$ cat src/rtl/core/vrs_pkg.sv
// ----------------------------------------------------------------------------
// vrs_pkg: shared types and constants of the voxel running average store
// Holds the controller states, the command and status groups passed between
// the controller and the datapath, and the fixed field codes and widths.
// ----------------------------------------------------------------------------
package vrs_pkg;

  // Configuration register indexes.
  localparam logic [1:0] CFG_SLICE_AXIS = 2'd0;
  localparam logic [1:0] CFG_DIM_X      = 2'd1;
  localparam logic [1:0] CFG_DIM_Y      = 2'd2;
  localparam logic [1:0] CFG_DIM_Z      = 2'd3;

  // Slicing axis codes; the unused code behaves as the z axis.
  localparam logic [1:0] AXIS_X = 2'd0;
  localparam logic [1:0] AXIS_Y = 2'd1;

  // Request opcodes.
  localparam logic OP_ACCUM = 1'b0;
  localparam logic OP_READ  = 1'b1;

  // Reset values of the configuration registers.
  localparam logic [1:0] SLICE_AXIS_RST = 2'd2;
  localparam logic [4:0] DIM_RST        = 5'd10;

  // Field widths.
  localparam int CFG_W     = 5;
  localparam int COORD_W   = 4;
  localparam int BYTE_W    = 8;
  localparam int MEAN_W    = 16;  // 8.8 fixed point per channel
  localparam int CHANNELS  = 4;
  localparam int MEANS_W   = MEAN_W * CHANNELS;
  localparam int STEP_CNT_W = $clog2(MEAN_W);

  // Controller states.
  typedef enum logic [2:0] {
    ST_CLEAR,
    ST_IDLE,
    ST_LOOKUP,
    ST_FETCH,
    ST_DIVIDE,
    ST_WRITE,
    ST_RESULT
  } state_t;

  // Commands from the controller to the datapath.
  typedef struct packed {
    logic capture;     // latch the accepted request
    logic clr_wr;      // write one zero entry of the clearing sweep
    logic load_color;  // take the stored means as the read result
    logic start_div;   // form numerators and load the divider
    logic div_step;    // one restoring division step
    logic mem_wr;      // write back the updated voxel
    logic load_out;    // move the result into the output register
  } ctrl_cmd_t;

  // Status from the datapath to the controller.
  typedef struct packed {
    logic clr_last;    // clearing sweep is at its last entry
    logic in_range;    // captured coordinates are inside the grid
    logic is_read;     // captured request is a read
    logic covered;     // captured pixel is covered
    logic div_last;    // divider is on its last step
    logic out_free;    // output register can take a result
  } ctrl_sts_t;

endpackage

$ cat src/rtl/core/vrs_ctrl.sv
// ----------------------------------------------------------------------------
// vrs_ctrl: controller of the voxel running average store
// Sequences the clearing sweep, the voxel lookup, the division and the
// write-back, and hands each result to the output register.
// ----------------------------------------------------------------------------
module vrs_ctrl (
  input  logic                clk,
  input  logic                rst,
  input  logic                in_valid,
  output logic                in_ready,
  input  vrs_pkg::ctrl_sts_t  sts,
  output vrs_pkg::ctrl_cmd_t  cmd
);

  import vrs_pkg::*;

  state_t state;
  state_t state_next;

  // State register; reset starts the clearing sweep.
  always_ff @(posedge clk) begin
    if (rst) begin
      state <= ST_CLEAR;
    end else begin
      state <= state_next;
    end
  end

  // Next state and commands.
  always_comb begin
    state_next = state;
    cmd        = '0;
    in_ready   = 1'b0;
    unique case (state)
      ST_CLEAR: begin
        cmd.clr_wr = 1'b1;
        if (sts.clr_last) begin
          state_next = ST_IDLE;
        end
      end
      ST_IDLE: begin
        in_ready = 1'b1;
        if (in_valid) begin
          cmd.capture = 1'b1;
          state_next  = ST_LOOKUP;
        end
      end
      ST_LOOKUP: begin
        // The RAM reads the captured address during this cycle.
        state_next = sts.in_range ? ST_FETCH : ST_RESULT;
      end
      ST_FETCH: begin
        if (sts.is_read) begin
          cmd.load_color = 1'b1;
          state_next     = ST_RESULT;
        end else if (!sts.covered) begin
          state_next = ST_RESULT;
        end else begin
          cmd.start_div = 1'b1;
          state_next    = ST_DIVIDE;
        end
      end
      ST_DIVIDE: begin
        cmd.div_step = 1'b1;
        if (sts.div_last) begin
          state_next = ST_WRITE;
        end
      end
      ST_WRITE: begin
        cmd.mem_wr = 1'b1;
        state_next = ST_RESULT;
      end
      ST_RESULT: begin
        if (sts.out_free) begin
          cmd.load_out = 1'b1;
          state_next   = ST_IDLE;
        end
      end
      default: begin
        state_next = ST_CLEAR;
      end
    endcase
  end

endmodule

$ cat config.mk
export PLATFORM = sky130hd
export DESIGN_NAME = vrs_ctrl
export DESIGN_NICKNAME = d
export VERILOG_FILES = /design/src/rtl/core/vrs_pkg.sv /design/src/rtl/core/vrs_ctrl.sv
export SDC_FILE = /design/constraint.sdc
export NUM_CORES = 1
export LEC_CHECK = 0
export ABC_AREA = 1
export BUFFER_PORTS_ARGS = -buffer_cell sky130_fd_sc_hd__buf_2
export CAP_MARGIN = 40
export CORE_AREA = 3 3 40 42
export DETAILED_ROUTE_END_ITERATION = 12
export DIE_AREA = 0 0 43 45
export GPL_TIMING_DRIVEN = 0
export PLACE_DENSITY_LB_ADDON = 0.3
export SYNTH_ARGS = -nofsm -noshare
export SYNTH_HDL_FRONTEND = slang
export SYNTH_SLANG_ARGS = --single-unit
$ cat constraint.sdc
create_clock -name clk -period 1.2 [get_ports clk]
set_input_delay 0.12 -clock clk [delete_from_list [all_inputs] [get_ports clk]]
set_output_delay 0.12 -clock clk [all_outputs]
set_load 0.02 [all_outputs]
==> results of run 1 <==
## layout by cell type, fill, tap and decap left out, types with 3 or more instances in the layout
cell / synthesis / final
inv_1: 11 / 10
nand2_1: 12 / 11
buf_6: 1 / 6
nor2_1: 8 / 6
nor2_4: 3 / 3
buf_4: 1 / 8
nand3_1: 3 / 3
buf_2: 0 / 9
clkbuf_4: 0 / 3
## worst max-delay path by stage
stage,end,slack (ps),cells after the start
floorplan,state[2]$_SDFFE_PP0P_,3,8
finish,cmd[6],-9,6
global route,cmd[6],-80,6
detailed placement,state[1]$_SDFFE_PP0P_,100,9
CTS,cmd[6],-50,6
global placement,state[1]$_SDFFE_PP0P_,110,9
## per-layer routing
metal / vias up / wire length [microns]
met5: - / 0
met4: 0 / 0
met3: 0 / 57
met2: 12 / 416
met1: 175 / 397
li1: 219 / -
## timing repair
item / CTS / global route
pin swaps: 2 / 7
buffers inserted: 2 / 2
cloned: 1 / 0
gates resized for setup: 9 / 19
setup endpoints to repair: 7 / 11
## stage by stage
stage                     cells  setup TNS, ps  cell area, sq um  setup slack [ps]  utilization
after CTS                    94          -66.6               492             -54.6        0.383
after global routing         96           -448               568             -76.9        0.442
after floorplan              56              0               327              2.99            -
final                        96          -9.11               568             -9.11        0.442
after detailed placement     87              0               425              96.1        0.331
after global placement       87              0               425               107        0.331
## power by group through the flow
stage	Combinational (mW)	Clock (mW)	Sequential, mW
floorplan	0.584	0	0.164
global placement	0.727	0	0.169
detailed placement	0.733	0	0.171
CTS	0.839	0.182	0.185
global route	1.10	0.191	0.202
finish	1.01	0.171	0.197
## critical path, stage by stage, from the launching register on
cell and delay [ps]:
dfxtp_2 310, buf_6 130, inv_4 40, nor2_4 90
nand2_2 70, nor2_2 90, buf_6 120
## cell families (layout without fill, tap and decap cells)
logic type             Yosys count  count (layout)  synth area share
DFF                              3               3             0.184
buffers and inverters           15              40             0.207
AOI/OAI and AO/OA                5               5            0.0805
and+or+nand+nor                 33              33             0.529
## layout make-up
type                       instances  area, sq um  share of cell area
multi-input combinational         38          228               0.401
sequential                         3         66.3               0.117
timing repair buffer              21          150               0.264
inverter                          13         56.3              0.0991
tap                               15         18.8              0.0330
buffer                             2         22.5              0.0396
clock buffer                       4         26.3              0.0463
==> results.md, run 1 <==
* Status: finished, violations left
* Failing checks: setup timing
* Core area at between 1000 and 1500 sq um
* Via count at around 400
* Synth top area cells: dfxtp_1, nand2_1, inv_1
* GP Congestion at 0.670
* DR DRC count at 0
* Worst Max-Slew Pin Slew at just over 200 ps
* Post-synth EDFFs at 0
* Final period util at 1.01
* CTS Buffer Depth at 2
* Synth async-reset ratio at 0
* Fin crit period at 1210 ps
* CTS Buf Count at 3
* Commonest cells in the netlist: nand2_1, inv_1, nor2_1
* H-tree depth at 1
* End of the worst register-to-register path: state[1]$_SDFFE_PP0P_
* Total power at around 1.4 mW
* Share of the synthesized area in the top cell type at 0.184
* Slew Limit Fails at 0
* Global route hottest layer: met2
* Largest net degree at the start of global routing at 9
* Setup violations, final at 1
* Port Buffers at 16
* Cell taking the most area after synthesis: dfxtp_1
* WP data arrival at around 1100 ps
* CTS clk-pin slew, worst paths at around 40 ps
* Hold EP: state[2]$_SDFFE_PP0P_
* Post-route setup slack at -9.11 ps
* Antenna cells at 0
* Global-route wire length before repair at 1300 microns
* Register area share after synthesis at 0.184
* Starting Density at 0.254
* Startpoint types: flop
* Largest regs: state x3
* Skew final at between 1 and 1.5 ps
* Slew headroom at 0.860
* Syn_area_per_cell at 5.83 sq um
* Grt met1 use at 0.113
* P_leak at ~0.3 nW
* Synth unique cells at 16
* Max Fanout on Critical Path at 7
* Peak supply drop at about 0.92 mV
* Hold_buf cts at 0
* Die W at between 40 and 50 microns
* Psw at approximately 0.64 mW
* Unrepaired setup endpoints after global routing: true
* Setup CP Type: flop to output port
* GRT Total Usage at 0.0923
* Synth-to-layout area growth at 73.9%
* Switch share at 0.464
* Critical Path RT at 1080 ps
* Die height at roughly 45 microns
* Reg-to-Reg Start: state[0]$_SDFFE_PP0P_
* Share of layout cells above drive strength 1 at 0.543
* Hold path depth at 2
* Post-Syn Nets at 65
* Yosys warning count at 0
* Comb pwr share at 0.733
* Drt pass-1 iters at 2
* Worst Hold Margin at ~73 ps
* Detail Route Antenna Nets at 0
* Cell area after synthesis at roughly 330 sq um
* Routed length per instance at 9.07 microns
* Clk_lat worst skew at between 200 and 250 ps
* Hold Vio Cnt, Final at 0
* CTS tree: built
* Pint at approximately 0.74 mW
* Met3 Use GR at 0.0279
* Clock power share at 0.124
* Total gr overflow at 0
* Number of synthesized register bits at 3
* Largest Register: state
* Clk sink count at 3
* Max reg flops at 3
* PwrDens at ~2400 nW/um^2
* Maximum Capacitance Violations at 0
* Row count at 13
* WL final at 871 microns
* Critical Path Source: state[0]$_SDFFE_PP0P_
* Max frequency at around 0.83 GHz
* GR Util met2 at 0.135
* Synth Instances at 56
* R2R setup slack at 20 ps
* Clk root buf: clkbuf_4
* CP endpoint kind: output port
* Nets@finish at between 90 and 100
* Hold Path Class: primary input to flop
* Antenna violations before repair at 0
* Die area at around 1900 sq um
* Iter 0 DRT Violations at 5
* R2r worst-path depth at 10
* # IOs at 17
* Drt via density at approximately 4.2
* Most used DFF post-synth: dfxtp_1
* Estimated wirelength of the detail-placed design at roughly 600 microns
* Register share of total power at 0.143
* # fillers at approximately 150
* Most numerous cell in the Yosys netlist: nand2_1
* Vias in the first global route at between 300 and 400
* Worst hold start: rst
No activity file was read; power rests on OpenSTA's default activity.
==> run 2: changes to the inputs <==
Settings changed: PLACE_DENSITY_LB_ADDON 0.3 to 0.12.
==> run 2 against run 1 <==
Net effect:
- the run still ends with setup timing left
- sequential share of layout area fell by 0.92 points
- sequential cell count unchanged
- die area unchanged
- final cell count up 2.1%
- clock power hardly changed
- sequential power is 3% higher
- critical path depth unchanged
- hold slack better by 11 ps
- critical path type unchanged
- critical endpoint unchanged
- largest cell class unchanged
==> results.md, run 2 (same netlist as run 1, synthesis figures left out) <==
* Worst Max-Slew Pin Slew at 145 ps (-62.1 ps)
* Psw at 0.687 mW (+7.5%)
* Hold_buf cts at 0 (unchanged)
* Nets@finish at 93 (+2.2%)
* Detail Route Antenna Nets at 0 (unchanged)
* Crit-path cells: buf_6 > inv_4 > nor2_4 > nand2_2 > nor2_2 > buf_6
* Startpoint types: flop
* DP Area at 425 sq um (unchanged)
* CTS clk-pin slew, worst paths at 30 ps (about the same)
* Reg-to-Reg Start: state[0]$_SDFFE_PP0P_
* Estimated wirelength of the detail-placed design at 629 microns (+6.6%)
* Die W at 43 microns (unchanged)
* Hold Path Class: primary input to flop
* Fin crit period at 1210 ps (+3.50 ps)
* Slew Limit Fails at 0 (unchanged)
* Post-route setup slack at -12.6 ps (-3.50 ps)
* WP data arrival at 1090 ps (about the same)
* CTS tree: built
* Worst path slowest cell: dfxtp_2
* Largest net degree at the start of global routing at 9 (unchanged)
* Met3 WL at 56 microns (-1.8%)
* H-tree depth at 1 (unchanged)
* Switch share at 0.458 (-0.00640)
* Drt pass-1 iters at 3 (+1)
* Clock power share at 0.113 (-0.011)
* Core area at 1280 sq um (unchanged)
* Register share of total power at 0.136 (-0.007)
* Max Fanout on Critical Path at 7 (unchanged)
* WL met1 at 426 microns (+7.3%)
* Drt via density at 4.41 (+4.2%)
* Vias in the first global route at 370 (+11%)
* Hold Vio Cnt, Final at 0 (unchanged)
* Comb pwr share at 0.751 (+0.018)
* Row count at 13 (unchanged)
* Status: finished, violations left
* R2R setup slack at 30 ps (about the same)
* Max frequency at 0.825 GHz (-0.29%)
* Share of layout cells above drive strength 1 at 0.590 (+0.0472)
* Global-route wire length before repair at 1510 microns (+16%)
* TNS Setup at -23.9 ps (-14.8 ps)
* PwrDens at 2430 nW/um^2 (+0.39%)
* GRT Total Usage at 0.104 (+0.0116)
* WL final at 937 microns (+7.6%)
* GP Congestion at 0.667 (-0.49%)
* Die height at 45 microns (unchanged)
* Setup CP Type: flop to output port
* Skew final at 0.372 ps (-0.927 ps)
* Final period util at 1.01 (+0.00292)
* CP endpoint kind: output port
* # IOs at 17 (unchanged)
* Top sig layer: met3
* Synth-to-layout area growth at 88.9%
* Routed length per instance at 9.56 microns (+5.4%)
* Commonest non-fill, non-tap cell in the layout: inv_1
* Failing checks: setup timing
* Worst hold start: rst
* Critical Path Source: state[0]$_SDFFE_PP0P_
* Iter 0 DRT Violations at 3 (-2)
* Clk root buf: clkbuf_4
* Pint at 0.814 mW (+10%)
* Largest Register: state
* Critical Path RT at 1080 ps (about the same)
* P_leak at 0.324 nW (+5.0%)
* R2r worst-path depth at 9 (-1)
* Hold path depth at 2 (unchanged)
* Most used cell, CP: buf_6
* Starting Density at 0.254 (unchanged)
* # fillers at 143 (-2.7%)
* Clk_lat worst skew at 230 ps (about the same)
* Peak supply drop at 0.978 mV (+6.1%)
* Antenna violations before repair at 0 (unchanged)
* Port Buffers at 16 (unchanged)
* CP peak stage delay at 310 ps (about the same)
* Slew headroom at 0.902 (+0.0418)
* Via count at 432 (+6.4%)
* Total gr overflow at 0 (unchanged)
* Commonest cells after routing, fill and taps aside: inv_1, buf_6, nand2_1, buf_2, buf_4
* Clk sink count at 3 (unchanged)
* Unrepaired setup endpoints after global routing: true
* Max reg flops at 3 (unchanged)
* CTS Buf Count at 3 (unchanged)
* Cell area after layout at 617 sq um (+8.6%)
* Die area at 1940 sq um (unchanged)
* Setup violations, final at 2 (+1)
* DR DRC count at 0 (unchanged)
* Maximum Capacitance Violations at 0 (unchanged)
* Antenna cells at 0 (unchanged)
* Metal2 WL at 453 microns (+8.9%)
* Largest regs: state x3
* CTS Buffer Depth at 2 (unchanged)
==> run 2: final cells by class <==
type	instances	area, sq um	share of cell area
multi-input cells	38	250	0.406
repair buffers	23	176	0.286
flip-flops and latches	3	66.3	0.108
inverters	13	56.3	0.0913
clock buffers	4	26.3	0.0426
plain buffers	2	22.5	0.0365
well taps	15	18.8	0.0304
==> run 2: timing repair <==
| action | in CTS | in global routing |
|---|---|---|
| setup endpoints to repair | 7 | 11 |
| pin swaps | 3 | 7 |
| resized for setup | 12 | 24 |
| gates cloned | 1 | 0 |
| buffers inserted | 3 | 3 |
==> run 2: path summary, 6_finish.rpt <==
| path | endpoint |
|---|---|
| max | cmd[6] |
| min reg2reg | state[2]$_SDFFE_PP0P_ |
| max reg2reg | state[2]$_SDFFE_PP0P_ |
| min | state[0]$_SDFFE_PP0P_ |
==> run 2: routing by layer <==
layer | track usage | vias to the layer above
met2 | 0.162 | 11
met4 | 0.0723 | 0
met5 | 0 | -
met3 | 0.0279 | 0
li1 | - | 224
met1 | 0.125 | 197
==> run 2: per-stage QoR <==
step | total power, mW | instances | hold WS (ps) | util | worst slack (ps)
after floorplan | 0.749 | 56 | 189 | - | 2.99
after global placement | 0.906 | 87 | 322 | 0.331 | 98.0
after detailed placement | 0.910 | 87 | 319 | 0.331 | 79.6
after CTS | 1.24 | 95 | 67.3 | 0.396 | -50.1
after global routing | 1.63 | 98 | 76.9 | 0.480 | -85.9
final | 1.50 | 98 | 84.0 | 0.480 | -12.6
==> run 2: power by group through the flow <==
| stage | sequential [mW] | combinational, mW | clock [mW] |
|---|---|---|---|
| after detailed placement | 0.172 | 0.738 | 0 |
| after global routing | 0.210 | 1.23 | 0.195 |
| after global placement | 0.170 | 0.736 | 0 |
| final | 0.203 | 1.13 | 0.170 |
| after floorplan | 0.164 | 0.584 | 0 |
| after CTS | 0.190 | 0.875 | 0.180 |
==> run 2: worst max-delay path: cells and delay by family (launching register included) <==
| kind | cells | cell delay [ps] |
|---|---|---|
| buffers and inverters | 3 | 290 |
| and+or+nand+nor | 3 | 260 |
| DFF | 1 | 310 |
==> run 3: changes to the inputs <==
Settings changed: ABC_CLOCK_PERIOD_IN_PS set to 1000.
Clock period 1.2 ns to 1 ns, I/O delays scaled along.
==> run 3 against run 2 <==
Net effect:
- the flow still finishes with violations (setup timing)
- critical path type is now flop to flop
- sequential cell count stayed put
- design area is 2.2% higher
- wire length is 0.75% lower
- via count is 2.5% lower
- hold slack worse by 20 ps
- register-to-register slack worse by 210 ps
- largest cell class unchanged
==> results.md, run 3 (same netlist as run 1, synthesis figures left out) <==
* Hold Path Class: primary input to flop
* Estimated wirelength of the detail-placed design at 629 microns (about the same)
* # IOs at 17 (unchanged)
* Max Fanout on Critical Path at 5 (-2)
* Skew final at 1.87 ps (+1.49 ps)
* End of the worst register-to-register path: state[1]$_SDFFE_PP0P_
* GP Congestion at 0.648 (-2.9%)
* Antenna cells at 0 (unchanged)
* Port Buffers at 16 (unchanged)
* R2r worst-path depth at 9 (unchanged)
* Starting Density at 0.254 (unchanged)
* WP data arrival at 1300 ps (+210 ps)
* Met3 WL at 42 microns (-25%)
* Slew headroom at 0.865 (-0.0376)
* Routed length per instance at 9.59 microns (+0.28%)
* Hold Vio Cnt, Final at 0 (unchanged)
* Die area at 1940 sq um (unchanged)
* Nets@finish at 92 (-1.1%)
* Hold_buf cts at 0 (unchanged)
* Clk_lat worst skew at 230 ps (about the same)
* Drt pass-1 iters at 2 (-1)
* Global-route wire length before repair at 1590 microns (+5.0%)
* Worst Max-Slew Pin Slew at 201 ps (+55.8 ps)
* Clk sink count at 3 (unchanged)
* Row count at 13 (unchanged)
* Die W at 43 microns (unchanged)
* Peak supply drop at 1.37 mV (+40%)
* CTS clk-pin slew, worst paths at 40 ps (about the same)
* Commonest cells after routing, fill and taps aside: inv_1, buf_6, buf_2, buf_4
* Setup violations, final at 11 (+9)
* Largest regs: state x3
* Placement Setup Slack at -125 ps (-205 ps)
* DR DRC count at 0 (unchanged)
* Hold EP: state[2]$_SDFFE_PP0P_
* GRT Total Usage at 0.111 (+0.00748)
* R2R setup slack at -180 ps (-210 ps)
* CTS Buffer Depth at 2 (unchanged)
* Via count at 421 (-2.5%)
* Maximum Capacitance Violations at 0 (unchanged)
* Hold path depth at 2 (unchanged)
* Startpoint types: flop
* Detail Route Antenna Nets at 0 (unchanged)
* Max frequency at ~0.85 GHz
* Commonest non-fill, non-tap cell in the layout: inv_1
* Critical Path RT at 1120 ps (+40 ps)
* Antenna violations before repair at 0 (unchanged)
* Top sig layer: met3
* Metal2 WL at 461 microns (+1.8%)
* CP endpoint kind: flop
* Final period util at 1.18
* PwrDens at 2900 nW/um^2 (+19%)
* Largest net degree at the start of global routing at 9 (unchanged)
* Synth-to-layout area growth at 93.1%
* Setup CP Type: flop to flop
* Clk root buf: clkbuf_4
* Max reg flops at 3 (unchanged)
* CTS Buf Count at 3 (unchanged)
* Fin crit period at 1180 ps
* Unrepaired setup endpoints after global routing: true
* Core area at 1280 sq um (unchanged)
* WL final at 930 microns (-0.75%)
* Worst Hold Margin at 63.8 ps (-20.2 ps)
* Total gr overflow at 0 (unchanged)
* Slew Limit Fails at 0 (unchanged)
* P_leak at 0.334 nW (+3.1%)
* Worst hold start: rst
* Drt via density at 4.34 (-1.5%)
* Reg-to-Reg Start: state[1]$_SDFFE_PP0P_
* H-tree depth at 1 (unchanged)
* Status: finished, violations left
* Vias in the first global route at 384 (+3.8%)
* Share of layout cells above drive strength 1 at 0.646 (+0.0560)
* Failing checks: setup timing
* Placed cell count at 87 (unchanged)
* Largest Register: state
* Post-route setup slack at -179 ps (-167 ps)
* CTS tree: built
* Post-route insts no fill at 97 (-1.0%)
* WL met1 at 426 microns (unchanged)
* Die height at 45 microns (unchanged)
* Iter 0 DRT Violations at 1 (-2)
## run 3: per-stage QoR
| stage | setup TNS (ps) | util | power, mW | cell area [sq um] |
|---|---|---|---|---|
| finish | -1480 | 0.491 | 1.83 | 631 |
| global route | -2350 | 0.491 | 2.00 | 631 |
| CTS | -1880 | 0.452 | 1.71 | 581 |
| detailed placement | -424 | 0.343 | 1.12 | 440 |
| global placement | -393 | 0.343 | 1.12 | 440 |
| floorplan | -74.6 | - | 0.928 | 342 |
## run 3: worst max-delay path by stage
stage                     slack [ps]                  start                    end
after global placement          -120  state[2]$_SDFFE_PP0P_  state[1]$_SDFFE_PP0P_
final                           -180  state[1]$_SDFFE_PP0P_  state[1]$_SDFFE_PP0P_
after detailed placement        -130  state[2]$_SDFFE_PP0P_  state[1]$_SDFFE_PP0P_
after global routing            -260  state[1]$_SDFFE_PP0P_  state[1]$_SDFFE_PP0P_
after CTS                       -220  state[0]$_SDFFE_PP0P_                 cmd[6]
after floorplan                  -30  state[1]$_SDFFE_PP0P_                 cmd[5]
## run 3: metal layers
metal,vias up,GRT usage
met5,-,0
met4,0,0.0723
met3,0,0.0279
met2,11,0.177
met1,186,0.134
li1,224,-
## run 3: critical path: stages, from the launching register on
cell and delay, ps:
dfxtp_2 340, buf_6 130, nor2_4 40, buf_6 110, nand3_4 70, nand2_4 60
nor2_4 150, nand2_1 70, nand2_1 60, nor2_1 40
## run 3: cell type report
class,count,area (sq um)
multi-input combinational,38,264
inverter,13,58.8
buffer,1,11.3
tap,15,18.8
fill,145,654
sequential,3,68.8
clock buffer,4,26.3
timing repair buffer,23,183
## run 3: timing repair
action	4_1_cts	5_1_grt
buffers inserted	4	2
pin swaps	5	9
cloned	1	0
hold endpoints to repair	0	0
resized for setup	29	12
setup endpoints to repair	11	11
## run 3: power by group
part	internal, mW	switching [mW]	total, mW
clock network	0.149	0.0587	0.208
registers	0.196	0.126	0.322
logic	0.625	0.672	1.30
total	0.970	0.857	1.83
